**config.mk**
```make
export PLATFORM = sky130hd
export DESIGN_NAME = jspe_ctrl
export DESIGN_NICKNAME = d
export VERILOG_FILES = /design/src/rtl/core/jspe_pkg.sv /design/src/rtl/core/jspe_ctrl.sv
export SDC_FILE = /design/constraint.sdc
export NUM_CORES = 1
export LEC_CHECK = 0
export ABC_AREA = 1
export ABC_CLOCK_PERIOD_IN_PS = 950
export BUFFER_PORTS_ARGS = -buffer_cell sky130_fd_sc_hd__buf_2
export CORE_AREA = 2 2 39 41
export DETAILED_ROUTE_END_ITERATION = 7
export DIE_AREA = 0 0 41 43
export GPL_TIMING_DRIVEN = 1
export PLACE_DENSITY = 0.53
export SYNTH_ARGS = -nofsm -noshare
export SYNTH_HDL_FRONTEND = slang
export SYNTH_SLANG_ARGS = --single-unit
```
**constraint.sdc**
```tcl
create_clock -name clk -period 0.95 [get_ports clk]
set_input_delay 0.1425 -clock clk [delete_from_list [all_inputs] [get_ports clk]]
set_output_delay 0.1425 -clock clk [all_outputs]
set_load 0.02 [all_outputs]
```
**src/rtl/core/jspe_pkg.sv**
```systemverilog
// shared types, widths and constants of the julia set escape-time core
package jspe_pkg;

    localparam int FRAC_BITS_DEF  = 20;
    localparam int COORD_BITS_DEF = 12;

    localparam int WORD_W     = 32;
    localparam int PROD_W     = 2 * WORD_W;
    localparam int IN_W       = 12;
    localparam int SIZE_W     = 13;
    localparam int SCALE_W    = 23;
    localparam int CONST_W    = 24;
    localparam int ITER_W     = 11;
    localparam int LIMIT_W    = 11;
    localparam int CFG_IDX_W  = 3;
    localparam int CFG_DATA_W = 24;
    localparam int RED_W      = 2;
    localparam int GREEN_W    = 7;
    localparam int BLUE_W     = 8;

    localparam logic [RED_W-1:0]   RED_INSIDE   = 2'd3;
    localparam logic [GREEN_W-1:0] GREEN_INSIDE = 7'd78;
    localparam logic [BLUE_W-1:0]  BLUE_INSIDE  = 8'd252;

    localparam logic        [SIZE_W-1:0]  SIZE_RST  = 13'd1080;
    localparam logic        [SCALE_W-1:0] SCALE_RST = 23'd1572864;
    localparam logic signed [CONST_W-1:0] CREAL_RST = -24'sd838861;
    localparam logic signed [CONST_W-1:0] CIMAG_RST = 24'sd163578;
    localparam logic        [ITER_W-1:0]  ITER_RST  = 11'd200;
    localparam logic        [LIMIT_W-1:0] LIMIT_RST = 11'd1000;

    typedef enum logic [CFG_IDX_W-1:0] {
        REG_IMAGE_SIZE     = 3'd0,
        REG_VIEW_SCALE     = 3'd1,
        REG_CONSTANT_REAL  = 3'd2,
        REG_CONSTANT_IMAG  = 3'd3,
        REG_MAX_ITERATIONS = 3'd4,
        REG_ESCAPE_LIMIT   = 3'd5
    } cfg_idx_t;

    typedef enum logic [2:0] {
        ST_IDLE,
        ST_CMUL,
        ST_CPREP,
        ST_CDIV,
        ST_CSTORE,
        ST_IMUL,
        ST_IEVAL,
        ST_DONE
    } state_t;

    typedef struct packed {
        logic load;
        logic coord_mul;
        logic div_load;
        logic div_step;
        logic coord_store;
        logic iter_mul;
        logic iter_eval;
        logic iter_step;
        logic emit;
    } cmd_t;

    typedef struct packed {
        logic div_last;
        logic coord_row;
        logic escaped;
        logic budget_done;
    } sts_t;

endpackage

```
**src/rtl/core/jspe_ctrl.sv**
```systemverilog
// sequencing state machine of the julia set escape-time core
module jspe_ctrl (
    input  logic           clk,
    input  logic           rst_n,
    input  logic           in_valid,
    output logic           in_ready,
    input  logic           out_free,
    input  jspe_pkg::sts_t sts,
    output jspe_pkg::cmd_t cmd
);
    import jspe_pkg::*;

    state_t state_reg;
    state_t state_next;

    always_ff @(posedge clk or negedge rst_n)
    begin
        if (!rst_n)
        begin
            state_reg <= ST_IDLE;
        end
        else
        begin
            state_reg <= state_next;
        end
    end

    always_comb
    begin
        state_next = state_reg;
        cmd        = '0;
        in_ready   = 1'b0;
        unique case (state_reg)
            ST_IDLE:
            begin
                in_ready = 1'b1;
                if (in_valid)
                begin
                    cmd.load   = 1'b1;
                    state_next = ST_CMUL;
                end
            end
            ST_CMUL:
            begin
                cmd.coord_mul = 1'b1;
                state_next    = ST_CPREP;
            end
            ST_CPREP:
            begin
                cmd.div_load = 1'b1;
                state_next   = ST_CDIV;
            end
            ST_CDIV:
            begin
                cmd.div_step = 1'b1;
                if (sts.div_last)
                begin
                    state_next = ST_CSTORE;
                end
            end
            ST_CSTORE:
            begin
                cmd.coord_store = 1'b1;
                state_next      = sts.coord_row ? ST_IMUL : ST_CMUL;
            end
            ST_IMUL:
            begin
                cmd.iter_mul = 1'b1;
                state_next   = ST_IEVAL;
            end
            ST_IEVAL:
            begin
                cmd.iter_eval = 1'b1;
                if (sts.escaped || sts.budget_done)
                begin
                    state_next = ST_DONE;
                end
                else
                begin
                    cmd.iter_step = 1'b1;
                    state_next    = ST_IMUL;
                end
            end
            ST_DONE:
            begin
                if (out_free)
                begin
                    cmd.emit   = 1'b1;
                    state_next = ST_IDLE;
                end
            end
        endcase
    end

endmodule

```
==> metrics.log <==
[metrics] category of the most critical setup path: reg2out
[metrics] ports placed on the boundary: 18
[metrics] fraction of final layout cells sized beyond drive strength 1: 0.7125
[metrics] Cell Pwr Density: 3416 nW/um2
[metrics] Port Buf Inserts: 17
[metrics] nets in the synthesized netlist: 57
[metrics] family of cells with the greatest summed delay on the critical path: flip-flops
[metrics] final-layout fill cell count: 142
[metrics] Crit. path cell count: 4
[metrics] global-route wire length before repair: 1428 um
[metrics] worst clock skew: 0.002878 ns
[metrics] classification of the worst-slack hold path: in2reg
[metrics] Max IR drop VDD: 1388 uV
[metrics] Die Y: 43 um
[metrics] placer's final routability congestion estimate: 0.7136
[metrics] largest fanout of any net on the critical path: 7
[metrics] RSZ-0062 raised after global routing: true
[metrics] leakage power of the design: 0.3494 nW
[metrics] aggregate global-route resource usage: 0.1217
[metrics] Clock Latency Late Sink: 0.23 ns
[metrics] DRC violation count after routing: 0
[metrics] Crit Reg-Reg Startpoint: state_reg[1]$_DFFE_PN0P_
[metrics] detailed placer's ending HPWL: 628.6 um
[metrics] Worst R2R End: state_reg[2]$_DFFE_PN0P_
[metrics] share of the synthesized area in the top cell type: 0.2281
[metrics] top cells by area, synth: dfrtp_1 23%, inv_1 11%, buf_6 10%
[metrics] # Max-Cap Violations: 0
[metrics] layout-stage area growth over the synthesis result: 108.4%
[metrics] Worst Setup Slack, final: -0.3919 ns
[metrics] share of the yosys chip area belonging to registers: 0.2281
[metrics] Setup Viol. Count Final: 13
[metrics] maximum number of pins on one net before global-route repair: 8
[metrics] count of buffer and inverter cells on the critical path: 2
[metrics] number of distinct standard cells referenced by the synthesized netlist: 15
[metrics] worst max-slew margin expressed relative to the limit: 0.8650
[metrics] result of the run: complete, but fails checks
[metrics] average detailed-routed wire length per instance: 9.385 um
[metrics] crit path time final: 1.342 ns
[metrics] mean instance size in the synthesized netlist: 6.716 um2
[metrics] Worst-path clk slew: 0.04 ns
[metrics] floorplan die width: 41 um
[metrics] CTS H-Tree Depth: 1
[metrics] number of synthesized register bits: 3
[metrics] Final Max Tran Viols: 0
[metrics] number of nets with antenna violations after detailed routing: 0
[metrics] maximum achievable frequency: 745.2 MHz
[metrics] gate count after technology mapping: 49
[metrics] total power of the final layout: 0.002342 W
[metrics] number of flip-flops in the largest register: 3
[metrics] Core Footprint: 1384 um2
[metrics] Worst Hold Margin: 0.2062 ns
[metrics] total CTS buffers: 3
[metrics] register-to-register path setup slack: -0.22 ns
[metrics] vias in the first global route: 387
[metrics] starting density of the core: 0.2378
[metrics] clk sinks: 3
[metrics] Cell Area, Placed: 516.7 um2
[metrics] violations in the final reports: negative setup slack
[metrics] Final Net Count: 89
[metrics] remaining global-route overflow: 0
[metrics] signal arrival time at the worst endpoint: 1.20 ns
[metrics] worst stage delay on the critical path: 0.47 ns
[metrics] final non-filler cell area: 685.7 um2
[metrics] kind of capture point of the worst setup path: output pin
[metrics] clock tree root driver cell: clkbuf_4
[metrics] post-place setup slack: -0.2803 ns
[metrics] cell-by-cell listing of the critical path: nor2_4 > inv_2 > nor3_4 > buf_6
[metrics] initial antenna violation count: 0
[metrics] drt initial violations: 4
[metrics] row count: 14
[metrics] Critical Path Start Type: flop
[metrics] r2r worst-path depth: 8
[metrics] highest-delay cell along the critical path: dfrtp_2
[metrics] launching element of the worst setup path: state_reg[0]$_DFFE_PN0P_
[metrics] Post-Route Utilization: 0.4955
[metrics] measured slew at the worst slew-check pin: 0.2025 ns
[metrics] DR vias/cell: 4.156
[metrics] number of warnings printed during yosys synthesis: 0
[metrics] Final Hold Fails: 0
[metrics] CTS tree: built
[metrics] cell accounting for the most synthesized area: dfrtp_1
[metrics] floorplan die area: 1763 um2
[metrics] CTS Buffer Depth: 2
[metrics] n_diodes: 0
[metrics] Period Utilization, post-route: 1.412
[metrics] via count: 399
[metrics] TritonRoute pass-1 iters: 2
[metrics] capturing instance or port of the critical path: cmd[8]
[metrics] data required time at the worst endpoint: 0.81 ns
[metrics] wire length after detailed routing: 901 um
[metrics] Post-Synthesis Cell Area: 329.1 um2
-- kinds of logic (layout without fill, tap and decap cells) --
kind of cell	after synthesis	in the layout	share of synthesized area
flops	3	3	0.2281
compound gates	2	2	0.03042
buf+inv	14	45	0.2281
simple gates	30	30	0.5133
-- worst reg2reg max path, delay by kind of cell, from the launching register on --
| family | cells | cell delay (ns) |
|---|---|---|
| buffers and inverters | 1 | 0.16 |
| flip-flops | 1 | 0.47 |
| AND/OR/NAND/NOR | 7 | 0.45 |
-- repair_timing --
item	in CTS	in global routing
hold endpoints to repair	3	0
hold buffers	1	0
endpoints found under the setup margin	13	13
buffers inserted	6	0
pin swaps	6	1
gates resized for setup	24	5
-- where the power goes --
part / internal, W / switching [W] / total [W]
Combinational: 0.000867 / 0.000879 / 0.00175
Clock: 0.000157 / 0.0000598 / 0.000217
Sequential: 0.000208 / 0.000172 / 0.000380
Total: 0.00123 / 0.00111 / 0.00234
-- synthesized netlist by cell type --
library cell,instances
nor2_4,1
inv_2,1
nand2_4,1
nand4_1,1
dfrtp_1,3
buf_6,3
a21oi_1,2
nor2_8,1
nor2_1,6
nor2_2,2
nand3_1,5
nand2_1,8
inv_1,10
nor3_1,4
nand3_2,1
-- area by class of cell --
class | count | area [um2] | share of cell area
clock buffers | 4 | 26.28 | 0.03832
inverters | 11 | 43.79 | 0.06387
multi-input cells | 32 | 271.5 | 0.3960
flip-flops and latches | 3 | 78.83 | 0.1150
well taps | 16 | 20.02 | 0.02920
repair buffers | 30 | 245.2 | 0.3577
-- metal layers --
layer,global-route usage,share of wire,vias to the layer above
met4,0.08000,0,0
met1,0.1327,0.37,174
met3,0.01571,0.047,0
met2,0.2031,0.58,14
li1,-,-,211
met5,0,0,-
-- worst min-delay path by stage --
stage                               end      from  depth (start not counted)
2_1_floorplan  state_reg[0]$_DFFE_PN0P_     rst_n                          0
3_3_place_gp   state_reg[1]$_DFFE_PN0P_     rst_n                          1
3_5_place_dp   state_reg[1]$_DFFE_PN0P_     rst_n                          1
4_1_cts        state_reg[2]$_DFFE_PN0P_  out_free                          4
5_1_grt        state_reg[2]$_DFFE_PN0P_  out_free                          4
6_report       state_reg[2]$_DFFE_PN0P_  out_free                          4
-- cells in the final DEF, fill, tap and decap left out, drive strengths merged --
cell type / netlist / layout
clkbuf: 0 / 4
nand4: 1 / 1
nand2: 9 / 9
a21oi: 2 / 2
buf: 3 / 29
dlygate4sd3: 0 / 1
nand3: 6 / 6
nor2: 10 / 10
inv: 11 / 11
dfrtp: 3 / 3
nor3: 4 / 4
-- metrics by stage --
stage	cells	setup TNS (ns)
after global routing	96	-4.848
final	96	-3.936
after global placement	85	-2.657
after CTS	96	-4.026
after detailed placement	85	-2.843
after floorplan	49	-0.7150
Power figures use the tool's default switching activity.
